==> config.mk <==
export PLATFORM = sky130hd
export DESIGN_NAME = krt_cell
export DESIGN_NICKNAME = d
export VERILOG_FILES = /design/src/rtl/krt_pkg.sv /design/src/rtl/krt_cell.sv
export SDC_FILE = /design/constraint.sdc
export NUM_CORES = 1
export LEC_CHECK = 0
export BUFFER_PORTS_ARGS = -buffer_cell sky130_fd_sc_hd__buf_2
export CORE_AREA = 2 2 101 103
export DETAILED_ROUTE_END_ITERATION = 12
export DIE_AREA = 0 0 103 105
export GPL_ROUTABILITY_DRIVEN = 0
export PLACE_DENSITY = 0.8
export SYNTH_ARGS = -nofsm -noshare
export SYNTH_HDL_FRONTEND = slang
export SYNTH_SLANG_ARGS = --single-unit
==> constraint.sdc <==
create_clock -name aclk -period 4.2 [get_ports aclk]
set_input_delay 0.84 -clock aclk [delete_from_list [all_inputs] [get_ports aclk]]
set_output_delay 0.84 -clock aclk [all_outputs]
set_load 0.02 [all_outputs]
==> src/rtl/krt_pkg.sv <==
`timescale 1ns / 1ps

package krt_pkg;

    localparam int DEPTH_DEFAULT = 64;

    localparam int FUNC_W      = 3;
    localparam int KEY_W       = 32;
    localparam int PRICE_W     = 24;
    localparam int AMT_W       = 16;
    localparam int POS_W       = 6;
    localparam int STAT_W      = 2;
    localparam int COUNT_OUT_W = 7;

    localparam int S_TDATA_W = 80;
    localparam int M_TDATA_W = 80;

    localparam logic [FUNC_W-1:0] OP_ADD    = 3'd0;
    localparam logic [FUNC_W-1:0] OP_FIND   = 3'd1;
    localparam logic [FUNC_W-1:0] OP_UPDATE = 3'd2;
    localparam logic [FUNC_W-1:0] OP_DELETE = 3'd3;
    localparam logic [FUNC_W-1:0] OP_READ   = 3'd4;

    localparam logic [STAT_W-1:0] ST_OK      = 2'd0;
    localparam logic [STAT_W-1:0] ST_MISSING = 2'd1;
    localparam logic [STAT_W-1:0] ST_FULL    = 2'd2;
    localparam logic [STAT_W-1:0] ST_RANGE   = 2'd3;

    typedef struct packed {
        logic [KEY_W-1:0]   key;
        logic [PRICE_W-1:0] price;
        logic [AMT_W-1:0]   amount;
    } record_t;

    typedef struct packed {
        logic load;
        logic upd;
        logic shift;
    } cell_ctrl_t;

endpackage

==> src/rtl/krt_cell.sv <==
`timescale 1ns / 1ps

module krt_cell #(
    parameter int IDX   = 0,
    parameter int CNT_W = 7
) (
    input  logic                      aclk,
    input  krt_pkg::cell_ctrl_t       ctrl,
    input  krt_pkg::record_t          wr_data,
    input  krt_pkg::record_t          nbr_data,
    input  logic [krt_pkg::KEY_W-1:0] search_key,
    input  logic [CNT_W-1:0]          count,
    output krt_pkg::record_t          rec,
    output logic                      match
);

    localparam logic [CNT_W-1:0] MY_POS = CNT_W'(IDX);

    krt_pkg::record_t rec_reg;

    always_ff @(posedge aclk) begin
        if (ctrl.load) begin
            rec_reg <= wr_data;
        end else if (ctrl.upd) begin
            rec_reg.amount <= wr_data.amount;
        end else if (ctrl.shift) begin
            rec_reg <= nbr_data;
        end
    end

    assign rec   = rec_reg;
    assign match = (rec_reg.key == search_key) && (MY_POS < count);

endmodule

==> results.md <==
- Multiplexer area fraction after synthesis: 0.2382
- Yosys Warn Count: 0
- Post-synth cell types: 16
- Synth top area cells: edfxtp_1 64%, mux2_2 24%, xor2_1 7.2%
- CTS max path bufs: 2
- Pins Over Slew Limit: 0
- Final Total Pwr: 1.847 mW
- CTS clk-pin slew, worst paths: 0.08 ns
- Hold-fix buffers at CTS: 0
- Synth Area in XOR/XNOR: 0.08235
- Initial antenna violation count: 0
- Avg Cell Area, Syn: 16.93 um2
- Die Wd: 103 um
- H-tree Lvls: 3
- Worst path arrival time: 2.26 ns
- GRT Overall Usage: 0.1669
- Share of cells above drive strength 1: 0.7383
- Post-route DRC: 0
- Worst Path Max Fanout: 1
- Period utilization: 0.7371
- Largest net degree at the start of global routing: 57
- Root buffer cell: clkbuf_8
- Via count: 2731
- Syn_nets: 388
- Unrepaired setup endpoints after global routing: false
- # Max-Cap Violations: 0
- Post-Route WL: 9.548 mm
- CTS tree: yes
- Worst VDD drop: 0.1907 mV
- Post-synthesis adder-cell area fraction: 0
- Max FFs per register: 72
- Post-route ant nets: 0
- Largest family of logic cells by synthesized area: multiplexers
- CP Capture Type: output port
- Setup TNS: 0 ns
- Routed len/inst: 15.83 um
- Hold Startpoint: nbr_data[6]
- Post-route minimum period: 3.096 ns
- Detailed Routing Iterations Pass 1: 4
- Port bufs: 259
- Rows: 36
- Setup CP Type: input pin to output port
- Commonest non-fill, non-tap cell in the layout: buf_2
- Ant. Diodes: 0
- Vias/cell: 4.529
- # setup viols final: 0
- Max Freq: 323.0 MHz
- Worst Tran Pin Value: 0.7442 ns
- Synth Area in Compound Gates: 0.005147
- Die area: 10820 um2
- Synth Area in Simple Gates: 0.02500
- First-pass GRT wire length: 13.41 mm
- Clock sinks: 72
- Hold Path Class: input pin to flip-flop
- CTS buffer count: 9
- Layout area overhead: 47.43%
- Gate count after technology mapping: 201
- WHS Path Cells: 2
- Synth top area share: 0.6353
- Hold EP: rec[6]
- FF+latch count, synth: 72
- Status: completed
- CP required: 3.36 ns
- Die extent in y: 105 um
- Setup crit start kind: input pin
- Post-synth top area cell: edfxtp_1
- Sequential area share after synthesis: 0.6353
- Hold Vio Cnt, Final: 0
- Slew HR: 0.5033
- P per Cell Area: 368.2 nW/um2
- Final nets: 652
- Leak: 2.274 nW
- Post-Syn Area: 3403 um2
- GR Overflow Total: 0
- Number of global-route vias before repair: 2892
- Dpl hpwl: 7.553 mm
- Post-CTS setup buffers: 0
- Initial DRC count: 91
- Most frequent cells in the layout: 259 x buf_2, 72 x mux2_2, 72 x edfxtp_1
- IO Count: 260
- CTS resizes: 0
- Core area: 9639 um2
- Initial core utilization: 0.3531
synthesized netlist by cell type:
| master | instances |
|---|---|
| nand3_1 | 1 |
| xor2_1 | 28 |
| clkbuf_1 | 1 |
| nor3_1 | 1 |
| a21o_1 | 1 |
| edfxtp_1 | 72 |
| nand4_1 | 2 |
| buf_2 | 5 |
| mux2_2 | 72 |
| a2111oi_1 | 1 |
| or3_1 | 1 |
| nor4_1 | 8 |
| inv_1 | 1 |
| xnor2_1 | 4 |
| buf_4 | 2 |
| nor2_2 | 1 |
worst max-delay path by stage:
| stage | cells after the start | slack, ns | from | endpoint |
|---|---|---|---|---|
| finish | 6 | 1.10 | search_key[21] | match |
| global route | 6 | 0.98 | search_key[21] | match |
| CTS | 6 | 1.07 | search_key[21] | match |
| detailed placement | 6 | 1.07 | search_key[21] | match |
| global placement | 6 | 1.09 | search_key[21] | match |
| floorplan | 4 | 1.13 | search_key[30] | match |
metrics by stage:
step	worst slack (ns)	hold WS, ns	cell area (um2)	utilization	std cells
finish	1.104	0.8002	5017	0.5205	603
detailed placement	1.075	1.146	4838	0.5019	587
global placement	1.093	1.141	4838	0.5019	587
floorplan	1.133	1.060	3403	-	201
global route	0.9767	0.7822	5017	0.5205	603
CTS	1.075	0.7778	5017	0.5205	603
cell families (layout without fill, tap and decap cells):
family,Yosys count,after routing
AOI/OAI and AO/OA,2,2
xor gates and xnor gates,32,32
buffers and inverters,9,278
DFF,72,72
muxes,72,72
and+or+nand+nor,14,14
cell type report:
| cell class | count | area [um2] |
|---|---|---|
| Inverter | 1 | 3.754 |
| Timing Repair Buffer | 261 | 1311 |
| Sequential cell | 72 | 2162 |
| Tap cell | 133 | 166.4 |
| Clock buffer | 11 | 131.4 |
| Fill cell | 859 | 4622 |
| Multi-Input combinational cell | 120 | 1195 |
| Clock inverter | 5 | 47.55 |
critical path, cell delays in order:
cell,delay (ns)
buf_2,0.10
xor2_1,0.15
nor4_1,0.38
nand4_1,0.20
a2111oi_1,0.35
buf_2,0.23
layer usage:
layer  vias up  part of all wire  track usage
met2       155              0.52       0.3084
met3        11             0.087      0.04281
met1      1263              0.37       0.1761
met4         0             0.016      0.06485
li1       1302                 -            -
met5         -                 0            0
where the power goes:
group	switching [mW]	internal, mW	total, mW
registers	0.0379	0.887	0.925
clock network	0.245	0.269	0.514
logic	0.223	0.185	0.408
total	0.506	1.34	1.85
No activity file was read; power rests on OpenSTA's default activity.
