===== src/rtl/krt_first_match.sv =====
`timescale 1ns / 1ps

module krt_first_match #(
    parameter int N = 64
) (
    input  logic [N-1:0] match,
    output logic [N-1:0] first,
    output logic [N-1:0] from_first,
    output logic         any
);

    localparam int LVL = $clog2(N);

    logic [LVL:0][N-1:0] pre;
    logic [N-1:0]        excl;

    assign pre[0] = match;

    // log-depth prefix or over the match row
    for (genvar l = 0; l < LVL; l++) begin : g_lvl
        for (genvar i = 0; i < N; i++) begin : g_bit
            if (i >= (1 << l)) begin : g_or
                assign pre[l+1][i] = pre[l][i] | pre[l][i-(1<<l)];
            end else begin : g_pass
                assign pre[l+1][i] = pre[l][i];
            end
        end
    end

    for (genvar i = 0; i < N; i++) begin : g_excl
        if (i == 0) begin : g_zero
            assign excl[i] = 1'b0;
        end else begin : g_prev
            assign excl[i] = pre[LVL][i-1];
        end
    end

    assign first      = match & ~excl;
    assign from_first = pre[LVL];
    assign any        = pre[LVL][N-1];

endmodule


===== config.mk =====
export PLATFORM = sky130hd
export DESIGN_NAME = krt_first_match
export DESIGN_NICKNAME = d
export VERILOG_FILES = /design/src/rtl/krt_first_match.sv
export SDC_FILE = /design/constraint.sdc
export NUM_CORES = 1
export LEC_CHECK = 0
export BUFFER_PORTS_ARGS = -buffer_cell sky130_fd_sc_hd__buf_2
export CAP_MARGIN = 0
export CORE_AREA = 10 10 78 80
export DETAILED_ROUTE_END_ITERATION = 8
export DIE_AREA = 0 0 88 90
export PLACE_DENSITY = 0.93
export SLEW_MARGIN = 15
export SYNTH_ARGS = -nofsm -noshare
export SYNTH_HDL_FRONTEND = slang
export SYNTH_SLANG_ARGS = --single-unit
export TNS_END_PERCENT = 30

===== constraint.sdc =====
create_clock -name vclk -period 3.49
set_input_delay 0.698 -clock vclk [all_inputs]
set_output_delay 0.698 -clock vclk [all_outputs]
set_load 0.005 [all_outputs]

==> results by group, run 1 <==
Synth
  • Share of the synthesized area in the top cell type: 9.888%
  • Cell Area, Synth: 1455 sq um
  • Synthesized area per cell: 5.915 sq um
  • Synth warn: 0
  • Most common library cells after synthesis: 31 x nor2_1, 28 x nand2_1, 28 x nand3_1
  • Leading post-synthesis cells by cell area: and3_1 9.9%, nand3_1 9.6%, nor2_1 8.0%
  • Top-count cell post-synth: nor2_1
  • Post-synthesis sequential area ratio: 0%
  • Syn nets: 310
  • Mapped Cells: 246
  • Distinct cells, synth: 32
  • Post-synth top area cell: and3_1

Drt
  • Routed WL: 8.773 mm
  • DRT Pass-1 Iters: 4
  • DRC Markers: 0
  • DR WL/cell: 17.69 um
  • DRT iter0 DRCs: 133
  • DR vias: 2704
  • Vias/cell: 5.452
  • ANT nets after route: 0

Critical path
  • Critical Path Sink Type: output port
  • Slowest CP cell: or3_1
  • CP Cell Sequence: buf_2 > or4_4 > or3_1 > nor3_4 > and4_1 > buf_2
  • Worst setup path category: primary input to output port
  • Buffers plus inverters on the worst setup path: 2
  • WP data arrival: 2.67 ns
  • CP top delay family: simple AND/OR/NAND/NOR gates
  • CP Launch Type: primary input
  • WP data required: 2.79 ns
  • Most used cell along the critical path: buf_2
  • Worst-path fanout max: 9
  • Max incr delay on CP: 0.55 ns

Die
  • # rows: 25
  • Die Ht: 90 um
  • Io pins: 193
  • Initial Utilization: 31.65%
  • DIE AREA: 7920 sq um
  • Core ar.: 4598 sq um
  • Die X: 88 um

Final layout
  • Post-layout util: 54.97%
  • Seq cells: 0
  • Syn-to-layout area delta: 73.69%
  • Clkbuf count: 0
  • Net count, final: 507
  • Register area: 0 sq um
  • Share of layout cells above drive strength 1: 51.93%

GRT
  • First-pass GRT wire length: 13.41 mm
  • Largest net degree at the start of global routing: 46
  • GR Overflow Total: 0
  • Number of global-route vias before repair: 2699
  • GRT Util Overall: 19.66%
  • Initial antenna violation count: 1

Timing
  • Slew headroom: 60.84%
  • Final setup vio count: 0
  • Setup TNS: 0 ns
  • Tcrit/Tclk final: 96.47%
  • Slew Viols, Final: 0
  • Final hold violations: 0
  • RSZ-0062 raised after global routing: false
  • Least-Margin Pin Slew: 0.5820 ns
  • Min Clock Period, post-route: 3.367 ns
  • Fmax: 297.0 MHz

Pwr
  • Max VDD drop: 0.04016 mV
  • Comb pwr share: 100.0%
  • Cell area power density: 44.47 nW/um^2
  • Internal: 0.04787 mW
  • Clock share of power: 0%
  • Switching part of the total power: 57.41%
  • Register share of total power: 0%
  • Cell leakage power: 1.231 nW
  • Psw: 0.06454 mW

Outcome
  • Outcome: finished clean

Placement
  • PortBufs: 193
  • Placer congestion estimate: 0.8527
  • Post-DP HPWL: 7.604 mm

Flow run
  • Max_cap viols: 0

Clocking
  • Setup bufs post-CTS: 0

Worst hold path
  • Worst Hold Class: primary input to output port
metal layers:
metal	share of wire, %	global-route usage [%]	vias to the layer above
li1	-	-	1314
met1	33	19.44	1233
met2	51	36.95	151
met3	15	8.574	6
met4	0.68	2.394	0
met5	0	0	-
worst paths after layout:
| kind | from | end | slack (ns) | cells past startpoint |
|---|---|---|---|---|
| worst max-delay path | match[34] | first[54] | 0.12 | 6 |
| worst min-delay path | match[0] | from_first[0] | 1.64 | 2 |
cell usage in the layout, fill, tap and decap left out, drive strengths merged, types with 6 or more instances in the layout:
cell type / instances
nor2: 33
nand4: 7
nor4b: 6
and2: 6
or3: 11
nand3: 29
and4: 7
and3: 23
inv: 14
buf: 206
nor3: 28
nor4: 18
nand2: 28
cell type report:
type | instances | area [sq um]
Inverter | 14 | 52.55
Timing Repair Buffer | 206 | 1064
Tap cell | 54 | 67.56
Fill cell | 451 | 2071
Multi-Input combinational cell | 221 | 1341
Antenna cell | 1 | 2.502
through the flow:
stage	cell area (sq um)	hold slack (ns)	worst slack, ns	total power, mW	std cells
floorplan	1455	1.419	0.4430	0.03418	246
global placement	2519	1.636	0.1629	0.1069	495
detailed placement	2519	1.647	0.1144	0.1103	495
CTS	2519	1.648	0.1137	0.1108	495
global route	2527	1.666	0.02554	0.1241	496
finish	2527	1.645	0.1232	0.1124	496
what timing repair did:
item,in CTS,in global routing
hold buffers,0,0
endpoints found under the setup margin,0,24
gates resized for setup,0,1
endpoints found under the hold margin,0,0
power by group through the flow:
stage / registers (mW) / clock network [mW] / logic (mW)
after global routing: 0 / 0.0000000383 / 0.124
after detailed placement: 0 / 0 / 0.110
after floorplan: 0 / 0 / 0.0342
after CTS: 0 / 0 / 0.111
after global placement: 0 / 0 / 0.107
final: 0 / 0.0000000384 / 0.112
cell families (layout without fill, tap and decap cells):
| logic type | count (synthesis) | after routing | synth area share (%) |
|---|---|---|---|
| AND/OR/NAND/NOR | 221 | 221 | 91.75 |
| buffers and inverters | 25 | 220 | 8.255 |
| other | 0 | 1 | 0 |
Note: power is estimated with default switching activity, not from simulation.
==> run 2: changes to the inputs <==
--- a/config.mk
+++ b/config.mk
@@ -10,6 +10,7 @@
 export CORE_AREA = 10 10 78 80
 export DETAILED_ROUTE_END_ITERATION = 8
 export DIE_AREA = 0 0 88 90
+export GPL_TIMING_DRIVEN = 0
 export PLACE_DENSITY = 0.93
 export SLEW_MARGIN = 15
 export SYNTH_ARGS = -nofsm -noshare
==> run 2 against run 1 <==
  * First-iteration DRC count is 18% higher
  * Fmax is 0.22% higher
  * Largest power group unchanged
  * Critical endpoint is now from_first[63]
  * Via count increased by 4.1%
  * Cell count decreased by 0.20%
  * Utilization rose by 0.90 points
  * Setup slack improved by 0.0074 ns
  * Routed wire length up 5.7%
  * Critical path depth up 3
==> results by group, run 2 (synthesis results as in run 1) <==
Drt
  • DRT iter0 DRCs: 157
  • Vias/cell: 5.685
  • DR vias: 2814
  • DRT Pass-1 Iters: 5
  • DRC Markers: 0
  • ANT nets after route: 0
  • DR WL/cell: 18.74 um
  • Routed WL: 9.275 mm

Final layout
  • Syn-to-layout area delta: 76.53%
  • Register area: 0 sq um
  • Most common cell after layout, fill and taps aside: buf_2
  • Post-layout util: 55.86%
  • Net count, final: 507
  • Most frequent cells in the layout: 193 x buf_2, 31 x nor2_1, 28 x nand2_1, 28 x nand3_1, 23 x and3_1
  • Clkbuf count: 0
  • Seq cells: 0
  • Diode count: 0
  • Share of layout cells above drive strength 1: 52.61%

Timing
  • Worst Slack Setup Final: 0.1306 ns
  • Least-Margin Pin Slew: 0.6587 ns
  • Final setup vio count: 0
  • Setup TNS: 0 ns
  • Final hold violations: 0
  • Tcrit/Tclk final: 96.26%
  • RSZ-0062 raised after global routing: false
  • Fmax: 297.7 MHz
  • Slew Viols, Final: 0
  • Slew headroom: 55.68%
  • Min Clock Period, post-route: 3.359 ns

GRT
  • GR Overflow Total: 0
  • Number of global-route vias before repair: 2723
  • First-pass GRT wire length: 13.69 mm
  • GRT Util Overall: 20.28%
  • Largest net degree at the start of global routing: 11
  • Initial antenna violation count: 0

Worst hold path
  • Worst Hold Class: primary input to output port
  • HP Start: match[18]

Die
  • Initial Utilization: 31.65%
  • # rows: 25
  • Die Ht: 90 um
  • Io pins: 193
  • Die X: 88 um
  • DIE AREA: 7920 sq um
  • Core ar.: 4598 sq um

Pwr
  • Cell leakage power: 1.230 nW
  • Power after layout: 0.1154 mW
  • Max VDD drop: 0.04321 mV
  • Cell area power density: 44.93 nW/um^2

Critical path
  • Critical Path Sink Type: output port
  • WP data arrival: 2.66 ns
  • CP Launch Type: primary input
  • Worst-path fanout max: 10
  • Worst setup path category: primary input to output port
  • Worst Setup SP: match[27]
  • WP data required: 2.79 ns

Outcome
  • Outcome: finished clean

Placement
  • Worst slack, placed: -0.2035 ns
  • Placer congestion estimate: 0.8594
  • PortBufs: 193
  • Post-DP HPWL: 7.866 mm

Flow run
  • Max_cap viols: 0
[run 2: cell count changes in the layout (fill, tap and decap cells not counted)]
cell	delta
buf_4	-7
clkbuf_2	+4
nor4_1	-2
nor4_4	+2
buf_12	+1
buf_6	+1
clkbuf_1	+1
diode_2	-1
nor3_1	-1
nor3_2	+1
nor4b_1	-1
nor4b_2	+1
[run 2: cell type report]
type	count	area, sq um
Buffer	11	72.57
Fill cell	442	2029
Inverter	14	52.55
Multi-Input combinational cell	221	1383
Tap cell	54	67.56
Timing Repair Buffer	195	993.5
[run 2: where the power goes]
part	total, mW	switching [mW]	leakage [nW]	internal [mW]
Sequential	0	0	0	0
Clock	0	0	0	0
Combinational	0.115	0.0689	1.23	0.0466
Total	0.115	0.0689	1.23	0.0466
[run 2: layer usage]
layer	track usage, %	routed length (um)
met1	20.00	3076
met2	38.05	4651
met3	9.206	1456
met4	2.261	91
met5	0	0
[run 2: stage by stage]
step	hold slack (ns)	cell area (sq um)	instances
2_1_floorplan	1.419	1455	246
3_3_place_gp	1.674	2489	493
4_1_cts	1.682	2525	495
3_5_place_dp	1.679	2489	493
5_1_grt	1.712	2569	495
6_report	1.686	2569	495
[run 2: repair_timing]
action	CTS	global route
hold buffers	0	0
endpoints found under the hold margin	0	0
gates resized for setup	3	10
pin swaps	1	0
endpoints found under the setup margin	39	31
setup buffers	2	0
[run 2: final timing paths]
kind	endpoint	slack [ns]	cells past startpoint
max	from_first[63]	0.13	9
min	first[19]	1.69	3
[run 2: critical path, cell delays in order]
cell and delay (ns):
buf_2 0.10, or3_1 0.41, or3_1 0.41, nor3_4 0.24
buf_12 0.15, clkbuf_2 0.22, nand4b_1 0.15, buf_4 0.16
buf_2 0.12
